$ cat config.mk
export PLATFORM = sky130hd
export DESIGN_NAME = deadline_timer_queue
export DESIGN_NICKNAME = d
export VERILOG_FILES = /design/src/design/dtq_pkg.sv /design/src/design/dtq_ram.sv /design/src/design/dtq_datapath.sv /design/src/design/dtq_ctrl.sv /design/src/design/deadline_timer_queue.sv
export VERILOG_INCLUDE_DIRS = /design/src /design/src/design
export SDC_FILE = /design/constraint.sdc
export NUM_CORES = 1
export LEC_CHECK = 0
export ABC_AREA = 1
export BUFFER_PORTS_ARGS = -buffer_cell sky130_fd_sc_hd__buf_2
export CAP_MARGIN = 20
export CORE_ASPECT_RATIO = 0.7
export CORE_MARGIN = 5
export CORE_UTILIZATION = 42
export CTS_CLUSTER_DIAMETER = 100
export DETAILED_ROUTE_END_ITERATION = 7
export SLEW_MARGIN = 20
export SYNTH_ARGS = -nofsm -noshare
export SYNTH_HDL_FRONTEND = slang
export SYNTH_SLANG_ARGS = --single-unit
$ cat constraint.sdc
create_clock -name clock -period 9.3 [get_ports clock]
set_clock_uncertainty 0.05 [all_clocks]
set_input_delay 1.86 -clock clock [delete_from_list [all_inputs] [get_ports clock]]
set_output_delay 1.86 -clock clock [all_outputs]
set_load 0.005 [all_outputs]
$ cat src/design/deadline_timer_queue_defines.svh
// assertion macros used by the deadline timer queue datapath
`ifndef DEADLINE_TIMER_QUEUE_DEFINES_SVH
`define DEADLINE_TIMER_QUEUE_DEFINES_SVH

// same-cycle implication, checked out of reset
`define DTQ_ASSERT_IMP(lbl, ante, cons, msg) \
   lbl: assert property (@(posedge clock) disable iff (reset) (ante) |-> (cons)) \
      else $error(msg);

// next-cycle implication, checked out of reset
`define DTQ_ASSERT_NXT(lbl, ante, cons, msg) \
   lbl: assert property (@(posedge clock) disable iff (reset) (ante) |=> (cons)) \
      else $error(msg);

`endif

$ cat src/design/dtq_pkg.sv
// types and constants of the deadline timer queue
`timescale 1ns / 1ps
`default_nettype none

package dtq_pkg;

   localparam int QUEUE_DEPTH = 16;
   localparam int TIME_BITS   = 48;
   localparam int TAG_BITS    = 8;
   localparam int ADDR_BITS   = $clog2(QUEUE_DEPTH);
   localparam int CNT_BITS    = $clog2(QUEUE_DEPTH + 1);
   localparam int ENTRY_BITS  = TIME_BITS + TAG_BITS;

   localparam logic [TIME_BITS-1:0] TIME_SIGN = {1'b1, {(TIME_BITS-1){1'b0}}};

   typedef enum logic [1:0] {
      FUNC_SCHED_ABS = 2'd0,
      FUNC_SCHED_REL = 2'd1,
      FUNC_TICK      = 2'd2,
      FUNC_CLEAR     = 2'd3
   } func_type;

   localparam logic RESULT_EXPIRED  = 1'b0;
   localparam logic RESULT_REJECTED = 1'b1;

   typedef struct packed {
      logic take;
      logic sched;
      logic rel;
      logic tick;
      logic clear;
      logic scan_init;
      logic scan_step;
      logic shift_init;
      logic shift_step;
      logic remove;
      logic out_fire;
      logic out_reject;
   } cmd_type;

   typedef struct packed {
      logic full;
      logic walk_done;
      logic due_any;
      logic out_free;
   } stat_type;

endpackage

`default_nettype wire

$ cat src/design/dtq_ram.sv
// generic single-write, single-read ram with registered read data
`timescale 1ns / 1ps
`default_nettype none

module dtq_ram #(
   parameter int WIDTH = 8,
   parameter int DEPTH = 16
) (
   input  wire logic                     clock,
   input  wire logic                     wr_en,
   input  wire logic [$clog2(DEPTH)-1:0] wr_addr,
   input  wire logic [WIDTH-1:0]         wr_data,
   input  wire logic [$clog2(DEPTH)-1:0] rd_addr,
   output logic      [WIDTH-1:0]         rd_data
);

   logic [WIDTH-1:0] mem_ff [DEPTH];
   logic [WIDTH-1:0] rd_data_ff;

   always_ff @(posedge clock) begin
      if (wr_en) begin
         mem_ff[wr_addr] <= wr_data;
      end
      rd_data_ff <= mem_ff[rd_addr];
   end

   assign rd_data = rd_data_ff;

endmodule

`default_nettype wire

$ cat src/design/dtq_datapath.sv
// timer store, running time, earliest-deadline scan and result register
`timescale 1ns / 1ps
`default_nettype none

`include "deadline_timer_queue_defines.svh"

module dtq_datapath (
   input  wire logic                         clock,
   input  wire logic                         reset,
   input  wire logic [dtq_pkg::TAG_BITS-1:0]  req_entry_tag,
   input  wire logic [dtq_pkg::TIME_BITS-1:0] req_time_value,
   input  wire dtq_pkg::cmd_type             cmd,
   output dtq_pkg::stat_type                 stat,
   input  wire logic                         rsp_stall,
   output logic                              rsp_valid,
   output logic                              rsp_result_kind,
   output logic [dtq_pkg::TAG_BITS-1:0]      rsp_fired_tag,
   output logic                              rsp_last_of_run
);

   logic [dtq_pkg::TIME_BITS-1:0] time_ff, time_in;
   logic [dtq_pkg::CNT_BITS-1:0]  count_ff, count_in;
   logic [dtq_pkg::TAG_BITS-1:0]  tag_ff, tag_in;
   logic [dtq_pkg::CNT_BITS-1:0]  ptr_ff, ptr_in;
   logic                          vld_ff, vld_in;
   logic [dtq_pkg::CNT_BITS-1:0]  idx_ff, idx_in;
   logic [dtq_pkg::CNT_BITS-1:0]  due_ff, due_in;
   logic                          best_vld_ff, best_vld_in;
   logic [dtq_pkg::TIME_BITS-1:0] best_key_ff, best_key_in;
   logic [dtq_pkg::CNT_BITS-1:0]  best_idx_ff, best_idx_in;
   logic [dtq_pkg::TAG_BITS-1:0]  best_tag_ff, best_tag_in;
   logic                          rsp_valid_ff, rsp_valid_in;
   logic                          rsp_kind_ff, rsp_kind_in;
   logic [dtq_pkg::TAG_BITS-1:0]  rsp_tag_ff, rsp_tag_in;
   logic                          rsp_last_ff, rsp_last_in;

   logic                            issue;
   logic                            out_free;
   logic [dtq_pkg::TIME_BITS-1:0]   deadline;
   logic                            wr_en;
   logic [dtq_pkg::CNT_BITS-1:0]    wr_idx;
   logic [dtq_pkg::ADDR_BITS-1:0]   wr_addr;
   logic [dtq_pkg::ENTRY_BITS-1:0]  wr_data;
   logic [dtq_pkg::ENTRY_BITS-1:0]  rd_data;
   logic [dtq_pkg::TIME_BITS-1:0]   rd_deadline;
   logic [dtq_pkg::TAG_BITS-1:0]    rd_tag;
   logic [dtq_pkg::TIME_BITS-1:0]   delta;
   logic [dtq_pkg::TIME_BITS-1:0]   key;
   logic                            due;
   logic                            better;

   dtq_ram #(
      .WIDTH (dtq_pkg::ENTRY_BITS),
      .DEPTH (dtq_pkg::QUEUE_DEPTH)
   ) u_store (
      .clock   (clock),
      .wr_en   (wr_en),
      .wr_addr (wr_addr),
      .wr_data (wr_data),
      .rd_addr (ptr_ff[dtq_pkg::ADDR_BITS-1:0]),
      .rd_data (rd_data)
   );

   assign issue    = (cmd.scan_step | cmd.shift_step) && (ptr_ff < count_ff);
   assign out_free = !rsp_valid_ff || !rsp_stall;
   assign deadline = cmd.rel ? time_ff + req_time_value : req_time_value;

   // shift writes each entry one place down, behind its read
   assign wr_en   = cmd.sched || (cmd.shift_step && vld_ff);
   assign wr_idx  = idx_ff - dtq_pkg::CNT_BITS'(1);
   assign wr_addr = cmd.sched ? count_ff[dtq_pkg::ADDR_BITS-1:0]
                              : wr_idx[dtq_pkg::ADDR_BITS-1:0];
   assign wr_data = cmd.sched ? {req_entry_tag, deadline} : rd_data;

   assign rd_deadline = rd_data[dtq_pkg::TIME_BITS-1:0];
   assign rd_tag      = rd_data[dtq_pkg::ENTRY_BITS-1:dtq_pkg::TIME_BITS];

   // signed distance to now, biased so unsigned compare gives signed order
   assign delta  = rd_deadline - time_ff;
   assign key    = delta ^ dtq_pkg::TIME_SIGN;
   assign due    = delta[dtq_pkg::TIME_BITS-1] || (delta == '0);
   assign better = !best_vld_ff || (key < best_key_ff);

   always_comb begin
      time_in      = time_ff;
      count_in     = count_ff;
      tag_in       = tag_ff;
      ptr_in       = ptr_ff;
      vld_in       = issue;
      idx_in       = idx_ff;
      due_in       = due_ff;
      best_vld_in  = best_vld_ff;
      best_key_in  = best_key_ff;
      best_idx_in  = best_idx_ff;
      best_tag_in  = best_tag_ff;
      rsp_valid_in = rsp_valid_ff;
      rsp_kind_in  = rsp_kind_ff;
      rsp_tag_in   = rsp_tag_ff;
      rsp_last_in  = rsp_last_ff;

      if (cmd.take) begin
         tag_in = req_entry_tag;
      end
      if (cmd.tick) begin
         time_in = time_ff + req_time_value;
      end

      if (cmd.sched) begin
         count_in = count_ff + dtq_pkg::CNT_BITS'(1);
      end else if (cmd.clear) begin
         count_in = '0;
      end else if (cmd.remove) begin
         count_in = count_ff - dtq_pkg::CNT_BITS'(1);
      end

      if (cmd.scan_init) begin
         ptr_in = '0;
      end else if (cmd.shift_init) begin
         ptr_in = best_idx_ff + dtq_pkg::CNT_BITS'(1);
      end else if (issue) begin
         ptr_in = ptr_ff + dtq_pkg::CNT_BITS'(1);
      end
      if (issue) begin
         idx_in = ptr_ff;
      end

      if (cmd.scan_init) begin
         due_in      = '0;
         best_vld_in = 1'b0;
      end else if (cmd.scan_step && vld_ff) begin
         if (due) begin
            due_in = due_ff + dtq_pkg::CNT_BITS'(1);
         end
         if (better) begin
            best_vld_in = 1'b1;
            best_key_in = key;
            best_idx_in = idx_ff;
            best_tag_in = rd_tag;
         end
      end

      if (cmd.out_fire) begin
         rsp_valid_in = 1'b1;
         rsp_kind_in  = dtq_pkg::RESULT_EXPIRED;
         rsp_tag_in   = best_tag_ff;
         rsp_last_in  = (due_ff == dtq_pkg::CNT_BITS'(1));
      end else if (cmd.out_reject) begin
         rsp_valid_in = 1'b1;
         rsp_kind_in  = dtq_pkg::RESULT_REJECTED;
         rsp_tag_in   = tag_ff;
         rsp_last_in  = 1'b1;
      end else if (!rsp_stall) begin
         rsp_valid_in = 1'b0;
      end
   end

   always_ff @(posedge clock) begin
      if (reset) begin
         time_ff      <= '0;
         count_ff     <= '0;
         ptr_ff       <= '0;
         vld_ff       <= 1'b0;
         due_ff       <= '0;
         best_vld_ff  <= 1'b0;
         rsp_valid_ff <= 1'b0;
      end else begin
         time_ff      <= time_in;
         count_ff     <= count_in;
         ptr_ff       <= ptr_in;
         vld_ff       <= vld_in;
         due_ff       <= due_in;
         best_vld_ff  <= best_vld_in;
         rsp_valid_ff <= rsp_valid_in;
      end
      tag_ff      <= tag_in;
      idx_ff      <= idx_in;
      best_key_ff <= best_key_in;
      best_idx_ff <= best_idx_in;
      best_tag_ff <= best_tag_in;
      rsp_kind_ff <= rsp_kind_in;
      rsp_tag_ff  <= rsp_tag_in;
      rsp_last_ff <= rsp_last_in;
   end

   always_comb begin
      stat.full      = (count_ff == dtq_pkg::CNT_BITS'(dtq_pkg::QUEUE_DEPTH));
      stat.walk_done = (ptr_ff >= count_ff) && !vld_ff;
      stat.due_any   = (due_ff != '0);
      stat.out_free  = out_free;
   end

   assign rsp_valid       = rsp_valid_ff;
   assign rsp_result_kind = rsp_kind_ff;
   assign rsp_fired_tag   = rsp_tag_ff;
   assign rsp_last_of_run = rsp_last_ff;

   `DTQ_ASSERT_IMP(a_count_range, 1'b1, count_ff <= dtq_pkg::CNT_BITS'(dtq_pkg::QUEUE_DEPTH), "pending count beyond depth")
   `DTQ_ASSERT_IMP(a_sched_room, cmd.sched, !stat.full, "schedule written into full store")
   `DTQ_ASSERT_IMP(a_load_free, cmd.out_fire || cmd.out_reject, out_free, "result register overwritten")
   `DTQ_ASSERT_IMP(a_fire_due, cmd.out_fire, best_vld_ff && (due_ff != '0), "fired with nothing due")
   `DTQ_ASSERT_NXT(a_remove_count, cmd.remove, count_ff < dtq_pkg::CNT_BITS'(dtq_pkg::QUEUE_DEPTH), "remove did not shrink store")

endmodule

`default_nettype wire

$ cat src/design/dtq_ctrl.sv
// sequencer for schedule, clear, reject, tick scan, fire and shift
`timescale 1ns / 1ps
`default_nettype none

module dtq_ctrl (
   input  wire logic        clock,
   input  wire logic        reset,
   input  wire logic        req_valid,
   input  wire logic [1:0]  req_func,
   output logic             req_stall,
   output dtq_pkg::cmd_type cmd,
   input  wire dtq_pkg::stat_type stat
);

   typedef enum logic [2:0] {
      ST_IDLE,
      ST_REJECT,
      ST_SCAN,
      ST_EMIT,
      ST_SHIFT
   } state_type;

   state_type state_ff, state_in;
   logic      stall_ff, stall_in;
   logic      accept;

   assign accept = req_valid && !stall_ff;

   always_comb begin
      cmd      = '0;
      state_in = state_ff;
      case (state_ff)
         ST_IDLE: begin
            if (accept) begin
               cmd.take = 1'b1;
               case (dtq_pkg::func_type'(req_func))
                  dtq_pkg::FUNC_SCHED_ABS, dtq_pkg::FUNC_SCHED_REL: begin
                     if (stat.full) begin
                        state_in = ST_REJECT;
                     end else begin
                        cmd.sched = 1'b1;
                        cmd.rel   = (dtq_pkg::func_type'(req_func) == dtq_pkg::FUNC_SCHED_REL);
                     end
                  end
                  dtq_pkg::FUNC_TICK: begin
                     cmd.tick      = 1'b1;
                     cmd.scan_init = 1'b1;
                     state_in      = ST_SCAN;
                  end
                  dtq_pkg::FUNC_CLEAR: begin
                     cmd.clear = 1'b1;
                  end
                  default: begin
                     cmd.clear = 1'b0;
                  end
               endcase
            end
         end
         ST_REJECT: begin
            if (stat.out_free) begin
               cmd.out_reject = 1'b1;
               state_in       = ST_IDLE;
            end
         end
         ST_SCAN: begin
            cmd.scan_step = 1'b1;
            if (stat.walk_done) begin
               state_in = stat.due_any ? ST_EMIT : ST_IDLE;
            end
         end
         ST_EMIT: begin
            if (stat.out_free) begin
               cmd.out_fire   = 1'b1;
               cmd.shift_init = 1'b1;
               state_in       = ST_SHIFT;
            end
         end
         ST_SHIFT: begin
            if (stat.walk_done) begin
               cmd.remove    = 1'b1;
               cmd.scan_init = 1'b1;
               state_in      = ST_SCAN;
            end else begin
               cmd.shift_step = 1'b1;
            end
         end
         default: begin
            state_in = ST_IDLE;
         end
      endcase
      stall_in = (state_in != ST_IDLE);
   end

   always_ff @(posedge clock) begin
      if (reset) begin
         state_ff <= ST_IDLE;
         stall_ff <= 1'b1;
      end else begin
         state_ff <= state_in;
         stall_ff <= stall_in;
      end
   end

   assign req_stall = stall_ff;

endmodule

`default_nettype wire

$ cat src/design/deadline_timer_queue.sv
// Deadline timer queue: keeps a running time and up to 16 pending timers
// (deadline and tag) in a single-port-read ram. Clear beats and schedules
// into a store with room do not stall the request port. A tick beat
// advances the time, then walks the store (one entry per cycle through the
// ram read port) to find the earliest due timer; each fired timer is loaded
// into the result register once that register is free, then the later
// entries are shifted down, followed by a fresh pass. Results come
// earliest deadline first, ties in insertion order, with last_of_run on the
// final one. A schedule into a full store returns one reject beat. No
// clearing pass is needed after reset.
`timescale 1ns / 1ps
`default_nettype none

module deadline_timer_queue (
   input  wire logic                          clock,
   input  wire logic                          reset,
   input  wire logic                          req_valid,
   output logic                               req_stall,
   input  wire logic [1:0]                    req_func,
   input  wire logic [dtq_pkg::TAG_BITS-1:0]  req_entry_tag,
   input  wire logic [dtq_pkg::TIME_BITS-1:0] req_time_value,
   output logic                               rsp_valid,
   input  wire logic                          rsp_stall,
   output logic                               rsp_result_kind,
   output logic [dtq_pkg::TAG_BITS-1:0]       rsp_fired_tag,
   output logic                               rsp_last_of_run
);

   dtq_pkg::cmd_type  cmd;
   dtq_pkg::stat_type stat;

   dtq_ctrl u_ctrl (
      .clock     (clock),
      .reset     (reset),
      .req_valid (req_valid),
      .req_func  (req_func),
      .req_stall (req_stall),
      .cmd       (cmd),
      .stat      (stat)
   );

   dtq_datapath u_datapath (
      .clock           (clock),
      .reset           (reset),
      .req_entry_tag   (req_entry_tag),
      .req_time_value  (req_time_value),
      .cmd             (cmd),
      .stat            (stat),
      .rsp_stall       (rsp_stall),
      .rsp_valid       (rsp_valid),
      .rsp_result_kind (rsp_result_kind),
      .rsp_fired_tag   (rsp_fired_tag),
      .rsp_last_of_run (rsp_last_of_run)
   );

endmodule

`default_nettype wire

Yosys cells after proc, flatten, opt, wreduce, memory -nomap -nowiden
Memories as Yosys holds them, arrays and structs flattened. A register that Yosys moved wholly into a read port is not among the register bits.
Index checks and enable logic that the tools add are counted.
{ "word_totals": {"mem_count": 1, "out_inout_bits": 12, "inputBits": 62, "mem_bits_rw": 896, "elab_cells": 109, "regBits": 154} }
{ "memory_table": {"columns": ["name", "depth", "width", "read_ports", "rd_clocked_by_memory_dff", "wr", "line_no", "text"], "rows": [
  ["u_datapath.u_store.mem_ff", 16, 56, 1, 1, 1, "dtq_ram.sv:17", "logic [WIDTH-1:0] mem_ff [DEPTH];"]
]} }
{ "classes": {"n_reduce_logical": 27, "bitwise_logic": 3, "add_sub_neg": 8, "magnitude_cmp": 3, "n_mux": 40, "eq_ne": 10} }
{ "ops": {"columns": ["cell", "count"], "rows": [
  ["2-to-1 mux 56 bit", 1],
  ["adder 48 bit", 1],
  ["logical NOT 48 bit", 1],
  ["less-than comparator 48 bit", 1],
  ["2-to-1 mux 48 bit", 1],
  ["subtractor 48 bit", 1],
  ["2-to-1 mux 5 bit", 6],
  ["adder 5 x 1 -> 5 bit, second input constant", 4],
  ["2-to-1 mux 3 bit", 6],
  ["2-to-1 mux 8 bit", 2],
  ["2-to-1 mux 1 bit", 15],
  ["case mux 3 bit (5 select lines)", 1],
  ["2-to-1 mux 2 bit", 4],
  ["== test 3 x 2 -> 1 bit, second input constant", 2],
  ["2-to-1 mux 6 bit", 1],
  ["case mux 3 bit (2 select lines)", 1],
  ["nonzero test 3 bit", 2],
  ["== test 5 x 1 -> 1 bit, second input constant", 1],
  ["== test 5 bit, second input constant", 1],
  [">= comparator 5 bit", 1],
  ["logical AND 1 bit", 5],
  ["logical NOT 1 bit", 5],
  ["less-than comparator 5 bit", 1],
  ["nonzero test 5 bit", 1],
  ["other kinds (18)", 26]
]} }

Depth between registers and ports, before layout
Gate-level depths: netlist of run 1.
{ "logic_depth": {"depth_word": 8, "depth_mapped": 25} }

Modules after synthesis
A second synthesis of run 1 with hierarchy kept.
{ "unflattened": {"cells_unflattened": 6264, "hier_area_um2": 55698.4} }
{ "by_module_without_submodules": {"columns": ["mod", "area_each_um2", "n_inst", "seq_area_each_um2", "cells_per_inst"], "rows": [
  ["dtq_ram", 39679.3, 1, 28026.9, 3688],
  ["dtq_datapath", 15685.0, 1, 3833.7, 2520],
  ["dtq_ctrl", 334.1, 1, 80.1, 56]
]} }

Least setup slack after synthesis of run 1
No wires, ideal clock.
{ "synth_timing": {"kind": "reg2reg", "startpoint": "register u_datapath.time_ff[0] (netlist bit)", "endpoint": "register u_datapath.best_idx_ff[0] (netlist bit) (enable)", "stages_incl_launch_ff": 22, "arrival_ps": 5462, "setup_ps": 500, "path_buffers": 0, "required_time_ps": 8750, "slack_ps": 3288, "synth_period_minus_slack_ps": 6012, "cell_sequence": "dfxtp_1 ha_1 inv_1 fa_1 nand2_1 nand2_1 nand3_1 nand2_1 nand2_1 nand3_1 nand2_1 nand3b_1 nand2_1 inv_1 ha_1 a21oi_1 nor2_1 a211oi_1 o221ai_1 a21oi_1 o21ai_0 a21oi_1"} }
{ "synth_rtl": {"columns": ["element", "line_no", "text"], "rows": [
  ["start: declaration", "dtq_datapath.sv:21", "logic [dtq_pkg::TIME_BITS-1:0] time_ff, time_in;"],
  ["start signal: assignment", "dtq_datapath.sv:167", "time_ff <= time_in;"],
  ["subtractor 48 bit", "dtq_datapath.sv:79", "assign delta = rd_deadline - time_ff;"],
  ["named net u_datapath.delta (one bit)", "dtq_datapath.sv:47", "logic [dtq_pkg::TIME_BITS-1:0] delta;"],
  ["less-than comparator 48 bit", "dtq_datapath.sv:82", "assign better = !best_vld_ff || (key < best_key_ff);"],
  ["logical OR 1 bit", "dtq_datapath.sv:82", null],
  ["AND reduction 3 bit (no source line)", null, null],
  ["end signal: assignment", "dtq_datapath.sv:178", "best_idx_ff <= best_idx_in;"],
  ["end: declaration", "dtq_datapath.sv:30", "logic [dtq_pkg::CNT_BITS-1:0] best_idx_ff, best_idx_in;"]
]} }
The timed path passes the listed nets, and every way through them passes these cells.
A chain may end at the register's enable or synchronous reset.

Final worst setup path of run 1
{ "layout_timing": {"startpoint": "register u_datapath.u_store.rd_data_ff[0], in the netlist u_datapath.u_store.rd_data[0] (read register of u_datapath.u_store.mem_ff)", "endpoint": "register u_datapath.best_key_ff[35] (netlist bit) (enable)"} }
{ "layout_rtl": {"columns": ["element", "line_no", "text"], "rows": [
  ["start: declaration", "dtq_ram.sv:18", "logic [WIDTH-1:0] rd_data_ff;"],
  ["subtractor 48 bit", "dtq_datapath.sv:79", null],
  ["named net u_datapath.delta (one bit)", "dtq_datapath.sv:47", null],
  ["less-than comparator 48 bit", "dtq_datapath.sv:82", null],
  ["logical OR 1 bit", "dtq_datapath.sv:82", null],
  ["AND reduction 3 bit (no source line)", null, null],
  ["end signal: assignment", "dtq_datapath.sv:177", "best_key_ff <= best_key_in;"],
  ["end: declaration", "dtq_datapath.sv:29", "logic [dtq_pkg::TIME_BITS-1:0] best_key_ff, best_key_in;"]
]} }
The timed path passes the listed nets, and every way through them passes these cells.

==> results of run 1 <==
## state kept, by name (all words and copies together), names as in the netlist, 8 cells and up
name                        count
u_datapath.u_store.mem_ff     896
u_datapath.best_key_ff         48
u_datapath.time_ff             48
u_datapath.best_tag_ff          8
u_datapath.rsp_fired_tag        8
u_datapath.tag_ff               8
u_datapath.u_store.rd_data     56
## cells by family (layout without fill, tap and decap cells)
logic type,after synthesis,count (layout),synth area share
AO/OA/AOI/OAI,1121,1121,0.132
multiplexers,1,1,0.000195
flip-flops,1106,1106,0.621
buffers and inverters,767,867,0.0562
adder cells (fa/ha/maj),155,155,0.0380
AND/OR/NAND/NOR,1808,1808,0.144
XOR/XNOR,49,49,0.00835
## how the worst min path moves through the flow
| stage | end | cells after the start |
|---|---|---|
| 6_report | u_datapath.best_idx_ff[4] | 0 |
| 5_1_grt | u_datapath.best_idx_ff[4] | 0 |
| 3_3_place_gp | u_datapath.best_idx_ff[4] | 0 |
| 4_1_cts | u_datapath.best_idx_ff[4] | 0 |
| 3_5_place_dp | u_datapath.best_idx_ff[4] | 0 |
| 2_1_floorplan | u_datapath.best_idx_ff[4] | 0 |
## layout make-up
type                    instances  area share
repair buffers                128      0.0144
clock inverters                68      0.0144
multi-input cells            3134       0.293
flip-flops and latches       1106       0.558
clock buffers                 129      0.0487
well taps                    1635      0.0357
inverters                     542      0.0358
## metal layers
| metal | up-vias | share of wire | wire length (um) |
|---|---|---|---|
| met2 | 1705 | 0.40 | 63600 |
| met4 | 0 | 0.019 | 3020 |
| met1 | 18400 | 0.47 | 75300 |
| li1 | 17600 | - | - |
| met5 | - | 0 | 0 |
| met3 | 166 | 0.11 | 16800 |
## placed cells by master (no fill, tap or decap), types with 50 or more instances in the layout
master / netlist / routed
o22ai_1: 68 / 68
o21ai_0: 530 / 530
a21oi_1: 173 / 171
o221ai_1: 162 / 162
nand3_1: 184 / 184
buf_4: 0 / 50
nand2_1: 850 / 850
clkbuf_16: 0 / 105
nor2_1: 637 / 620
dfxtp_1: 127 / 123
buf_2: 8 / 73
ha_1: 153 / 153
o211ai_1: 119 / 119
edfxtp_1: 979 / 979
inv_1: 518 / 516
## where the power goes
group | switching [mW] | total, mW | leakage [nW] | internal [mW]
clock network | 1.98 | 4.51 | 1.75 | 2.53
logic | 0.876 | 1.17 | 10.1 | 0.298
registers | 0.0449 | 5.59 | 9.87 | 5.54
==> summary.txt, run 1 <==
Yosys
  – Synth area leaders: edfxtp_1 57%, nand2_1 6.2%, o21ai_0 5.2%
  – Ys async rst share: 0
  – Top cells by count, synth: 979 x edfxtp_1, 850 x nand2_1, 637 x nor2_1
  – Syn Inst Count: 5,007
  – Top-count cell post-synth: edfxtp_1
  – Syn avg cell area: 10.3 um2
  – Ys Warns: 0
  – Seq/Total Area, Yosys: 0.621
  – Post-synth cell types: 54
  – Top-area cell type share of the netlist area: 0.572
  – Most area-hungry cell type in the Yosys netlist: edfxtp_1
  – Synth Register Bits: 1,106
  – Post-synth EDFFs: 979
  – Cell Area, Synth: 51,400 um2
  – Mapped Nets: 5,224
  – Top FF cell, synth: edfxtp_1

Timing
  – Total negative setup slack: 0 ns
  – Final hold violations: 0
  – Fin crit period: 5.46 ns
  – Worst-Margin Slew: 1.18 ns
  – Crit share post-route: 0.587
  – Count of final setup violators: 0
  – Slew HR: 0.203
  – F_max: 183 MHz
  – Hold Slack: 0.368 ns
  – Max-slew violation count: 0
  – Final WS setup: 3.84 ns
  – RSZ-0062 raised after global routing: no

Worst setup path
  – R2R Path End: u_datapath.best_key_ff[35]
  – CP endpoint kind: register
  – Startpoint Class: register
  – Worst reg2reg path startpoint: u_datapath.u_store.rd_data[0]
  – Buffers & Inverters on Critical Path: 4
  – Most frequent CP cell: nand2_1
  – Critical Path Sink: u_datapath.best_key_ff[35]
  – CP max stage cell: buf_4
  – Critical path cell sequence: inv_1 -> ha_1 -> inv_1 -> fa_1 -> nand2_1 -> nand2_1 -> nand3_1 -> nand2_1 -> nand2_1 -> nand3_1 -> nand2_1 -> nand2_1 -> nand2_1 -> nand2_1 -> inv_1 -> ha_1 -> a21oi_1 -> nor2_1 -> a211oi_1 -> o221ai_1 -> a21oi_1 -> o21ai_0 -> a21oi_4 -> buf_4
  – Reg2Reg Depth: 24
  – Slowest Stage Delay on Critical Path: 0.66 ns
  – WP depth: 24
  – WP data required: 9.61 ns
  – Critical path origin: u_datapath.u_store.rd_data[0]
  – Kind of critical path: reg -> reg
  – R2r setup slk: 3.84 ns
  – Max FO, Critical Path: 48
  – Critical path data arrival time: 5.76 ns
  – CP delay by family, top: compound AO/OA/AOI/OAI gates

Floorplan
  – CORE AREA: 122,000 um2
  – I/O pin count: 74
  – Row cnt: 107
  – Die Ht: 303 um
  – Starting Density: 0.423
  – Die area: 130,000 um2
  – Width of the chip: 428 um

Detailed routing
  – Routed WL: 159,000 um
  – Detailed Routing Iterations Pass 1: 6
  – DRC: 0
  – Via Count: 37,900
  – Final ANT Viol Nets: 0
  – Starting DRT DRC Count: 4,817
  – Vias/cell: 5.62
  – Wire per inst: 23.5 um

Global route
  – Largest net degree at the start of global routing: 171
  – Met2 usage: 0.327
  – Grt peak-use layer: met1
  – Vias in the first global route: 34,400
  – Grt met3 use: 0.0606
  – Global-route usage over all layers: 0.239
  – Gr ovfl total: 0
  – Routing usage on met1: 0.378
  – Initial antenna violation count: 2
  – First-pass GRT wire length: 232,000 um

Power and ir drop
  – Pwr per Cell Area: 197 nW/um2
  – Max VDD drop: 0.162 mV
  – Leakage: 21.7 nW
  – Total Power: 11.3 mW

Place
  – Worst slack, placed: 3.44 ns
  – Routability Congestion: 1.05
  – HPWL after detailed placement: 105,000 um
  – Placed cell areas: 53,600 um2
  – IO buf count: 73
  – Post-placement cell count: 6,544

Cells and area
  – Multi-input logic area: 16,700 um2
  – Share of layout cells above drive strength 1: 0.0787
  – FF/Latch Area: 32,000 um2
  – Final Cell Area: 57,200 um2
  – Final Util: 0.471
  – Area Growth Syn to Fin: 11.3%
  – Fill cells: 11,300
  – Layout Nets: 5,234
  – Antenna Cells: 0
  – Non-filler cells in the finished layout: 6,742

Clocking
  – Clock transition at path regs: 0.07 ns
  – H-tree depth: 3
  – Post-CTS setup buffers: 0
  – Post-cts resize count: 0
  – CTS Hold Buffers Added: 0
  – Clk_lat worst skew: 0.73 ns
  – Clock Root Buffer: clkbuf_16
  – TritonCTS Buffers: 105
  – CTS tree: built
  – Max clock buf depth: 3
  – Clock sink count: 1,106

Run
  – Max-cap violations: 0

Worst hold path
  – Hold_sp: u_datapath.idx_ff[4]
  – Worst hold-check path type: reg -> reg

Run status
  – Status: finished, final reports clean
Power figures use the tool's default switching activity.
==> run 2: changes to the inputs <==
Settings changed: ABC_AREA 1 to 0.
Clock period 9.3 ns to 4.9 ns, I/O delays scaled along.
==> run 2 against run 1 <==
Non-clock buffer count is 281 higher; register-to-register slack got worse by 3.8 ns; sequential cell count unchanged; final cell count down 25%; via count is 23% lower; area after synthesis down 5.5%; synthesized cell count is 39% lower; utilization increased by 3.0 points; first-iteration DRC count down 38%; hold slack better by 0.0063 ns; die area fell by 5.3%.
==> summary.txt, run 2 <==
Timing
  – Fin crit period: 4.85 ns (-0.608 ns)
  – Slew HR: 0.343 (+0.140)
  – F_max: 206 MHz (+13%)
  – Final hold violations: 0 (unchanged)
  – Crit share post-route: 0.990 (+0.403)
  – Final WS setup: 0.0495 ns (-3.79 ns)
  – RSZ-0062 raised after global routing: yes
  – Max-slew violation count: 0 (unchanged)
  – Worst-Margin Slew: 0.975 ns (-0.208 ns)
  – Hold Slack: 0.375 ns (+0.00633 ns)
  – Count of final setup violators: 0 (unchanged)

Cells and area
  – Most frequent cells in the layout: 979 x edfxtp_1, 301 x buf_4, 280 x mux4_2
  – Area Growth Syn to Fin: 18.4%
  – Final Util: 0.501 (+0.0301)
  – Non-filler cells in the finished layout: 5,060 (-25%)
  – Most flops, register: u_datapath.u_store.mem_ff
  – Commonest non-fill, non-tap cell in the layout: edfxtp_1
  – Largest register FFs: 896 (unchanged)
  – Share of layout cells above drive strength 1: 0.282 (+0.204)
  – Layout Nets: 3,642 (-30%)

Floorplan
  – CORE AREA: 115,000 um2 (-5.5%)
  – Row cnt: 104 (-2.8%)
  – Width of the chip: 417 um (-2.7%)
  – Die Ht: 295 um (-2.7%)
  – I/O pin count: 74 (unchanged)
  – Die area: 123,000 um2 (-5.3%)
  – Starting Density: 0.423 (about the same)

Yosys
  – Ys async rst share: 0 (unchanged)
  – Synth area leaders: edfxtp_1 61%, mux4_2 13%, dfxtp_1 5.2%
  – Syn Inst Count: 3,037 (-39%)
  – Top-count cell post-synth: edfxtp_1
  – Seq/Total Area, Yosys: 0.657 (+0.0359)
  – Syn avg cell area: 16.0 um2 (+56%)
  – Top cells by count, synth: 979 x edfxtp_1, 280 x mux4_2, 243 x nand2_1
  – Post-synth cell types: 88 (+63%)
  – Ys Warns: 0 (unchanged)
  – Post-synth EDFFs: 979 (unchanged)
  – Cell Area, Synth: 48,600 um2 (-5.5%)
  – Mapped Nets: 3,254 (-38%)
  – Top FF cell, synth: edfxtp_1
  – Synth Register Bits: 1,106 (unchanged)
  – Most area-hungry cell type in the Yosys netlist: edfxtp_1
  – Top-area cell type share of the netlist area: 0.605 (+0.0330)

Detailed routing
  – Vias/cell: 5.74 (+2.1%)
  – DRC: 0 (unchanged)
  – Routed WL: 133,000 um (-16%)
  – Detailed Routing Iterations Pass 1: 5 (-1)
  – Wire per inst: 26.2 um (+11%)
  – Final ANT Viol Nets: 0 (unchanged)
  – Starting DRT DRC Count: 3,004 (-38%)
  – Via Count: 29,000 (-23%)

Global route
  – Gr ovfl total: 0 (unchanged)
  – Largest net degree at the start of global routing: 135 (-21%)
  – First-pass GRT wire length: 195,000 um (-16%)
  – Vias in the first global route: 29,200 (-15%)
  – Global-route usage over all layers: 0.213 (-0.0256)
  – Initial antenna violation count: 12 (+10)

Worst hold path
  – Hold_sp: u_datapath.idx_ff[4]
  – Worst hold-check path type: reg -> reg

Power and ir drop
  – Max VDD drop: 0.265 mV (+63%)
  – Pwr per Cell Area: 343 nW/um2 (+74%)
  – Clk pwr share: 0.423 (+0.023)
  – Total Power: 19.7 mW (+75%)
  – Sw Pwr: 4.34 mW (+49%)
  – Leakage: 19.7 nW (-9.4%)
  – Comb power frac: 0.053 (-0.051)
  – Switching Fraction: 0.220 (-0.0377)
  – Int Pwr: 15.4 mW (+84%)
  – Sequential Power Share: 0.523 (+0.027)

Worst setup path
  – Max FO, Critical Path: 8 (-83%)
  – Critical path data arrival time: 5.23 ns (-0.53 ns)
  – Startpoint Class: register
  – Kind of critical path: reg -> reg
  – Buffers & Inverters on Critical Path: 3 (-1)
  – WP data required: 5.28 ns (-4.33 ns)
  – Critical path cell sequence: inv_1 -> ha_2 -> nand2_1 -> o21ai_4 -> nor2_1 -> or3_4 -> o21ai_4 -> o21ai_2 -> xnor2_2 -> ha_1 -> a21o_1 -> a21o_1 -> a21oi_2 -> nor2b_1 -> o21ai_1 -> nand2b_1 -> a21oi_1 -> nor2b_1 -> o21ai_1 -> nand2_1 -> nor3_4 -> buf_12 -> clkbuf_16
  – CP delay by family, top: compound AO/OA/AOI/OAI gates
  – Slowest Stage Delay on Critical Path: 0.44 ns (-0.22 ns)
  – CP endpoint kind: register
  – Critical path origin: u_datapath.time_ff[20]
  – Worst reg2reg path startpoint: u_datapath.time_ff[20]
  – CP max stage cell: or3_4
  – R2r setup slk: 0.05 ns (-3.79 ns)

Place
  – HPWL after detailed placement: 84,300 um (-19%)
  – Routability Congestion: 0.900 (-15%)
  – Post-placement cell count: 4,836 (-26%)
  – Worst slack, placed: -0.549 ns (-3.99 ns)
  – IO buf count: 73 (unchanged)

Clocking
  – Clock transition at path regs: 0.07 ns (about the same)
  – TritonCTS Buffers: 107 (+1.9%)
  – H-tree depth: 3 (unchanged)
  – Clock Root Buffer: clkbuf_16
  – Clk_lat worst skew: 0.74 ns (about the same)
  – Max clock buf depth: 3 (unchanged)
  – Clock sink count: 1,106 (unchanged)
  – CTS Hold Buffers Added: 0 (unchanged)
  – CTS tree: built

Run status
  – Status: finished, final reports clean

Run
  – Max-cap violations: 0 (unchanged)
## run 2: cell types whose count changed in the layout (fill, tap and decap cells not counted), moves of 47 or more
cell,before,now
nand2_1,850,243
nor2_1,620,83
o21ai_0,530,101
inv_1,516,129
mux4_2,0,280
buf_4,50,301
o221ai_1,162,3
nand3_1,184,30
o211ai_1,119,11
o22ai_1,68,4
a21o_1,5,53
mux2i_1,1,48
## run 2: path summary, 6_finish.rpt
path,cells past startpoint,end
worst max-delay path,23,u_datapath.best_key_ff[1]
worst min-delay path,0,u_datapath.best_idx_ff[4]
worst max register to register,23,u_datapath.best_key_ff[1]
worst min register to register,0,u_datapath.best_idx_ff[4]
## run 2: cell type report
cell class,instances,area [um2]
antenna,4,10.0
clock buffer,140,2900
clock inverter,63,673
fill,9470,57400
inverter,134,503
multi-input combinational,1667,16200
sequential,1106,32000
tap,1537,1920
timing repair buffer,409,3350
## run 2: logic make-up after synthesis
kind of cell	after synthesis	synth area share
xor gates and xnor gates	89	0.0160
DFF	1106	0.657
AOI/OAI and AO/OA	521	0.0685
muxes	341	0.143
buffers and inverters	264	0.0208
and+or+nand+nor	561	0.0544
adders and majority gates	155	0.0402
## run 2: worst reg2reg max path, cell delays in order (launching register included)
cell	delay, ns
dfxtp_1	0.33
inv_1	0.05
ha_2	0.38
nand2_1	0.14
o21ai_4	0.22
nor2_1	0.13
or3_4	0.44
o21ai_4	0.18
o21ai_2	0.08
xnor2_2	0.30
ha_1	0.32
a21o_1	0.19
a21o_1	0.19
a21oi_2	0.13
nor2b_1	0.06
o21ai_1	0.13
nand2b_1	0.07
a21oi_1	0.16
nor2b_1	0.08
o21ai_1	0.16
nand2_1	0.11
nor3_4	0.25
buf_12	0.19
clkbuf_16	0.21
## run 2: power by group through the flow
stage          Clock, mW  Combinational [mW]  Sequential (mW)
2_1_floorplan          0               0.572             10.5
3_3_place_gp           0               0.987             10.5
3_5_place_dp           0                1.01             10.5
4_1_cts             8.53                1.02             10.3
5_1_grt             8.95                1.14             10.3
6_report            8.36                1.05             10.3
## run 2: timing repair
| item | 4_1_cts | 5_1_grt |
|---|---|---|
| endpoints found under the setup margin | 64 | 113 |
| pin swaps | 2 | 31 |
| gates resized for setup | 12 | 65 |
| gates cloned | 0 | 4 |
| buffers inserted | 2 | 11 |
## run 2: layer usage
metal | part of all wire | vias to the layer above | track usage
met4 | 0.022 | 0 | 0.0477
met1 | 0.45 | 15200 | 0.313
met2 | 0.47 | 935 | 0.338
met3 | 0.059 | 169 | 0.0339
met5 | 0 | - | 0
li1 | - | 12800 | -
## run 2: per-stage QoR
step	TNS [ns]	area, um2
6_report	0	57500
5_1_grt	-7.52	57500
4_1_cts	0	57100
3_5_place_dp	-114.08	53400
3_3_place_gp	-88.77	53400
2_1_floorplan	-481.77	48700
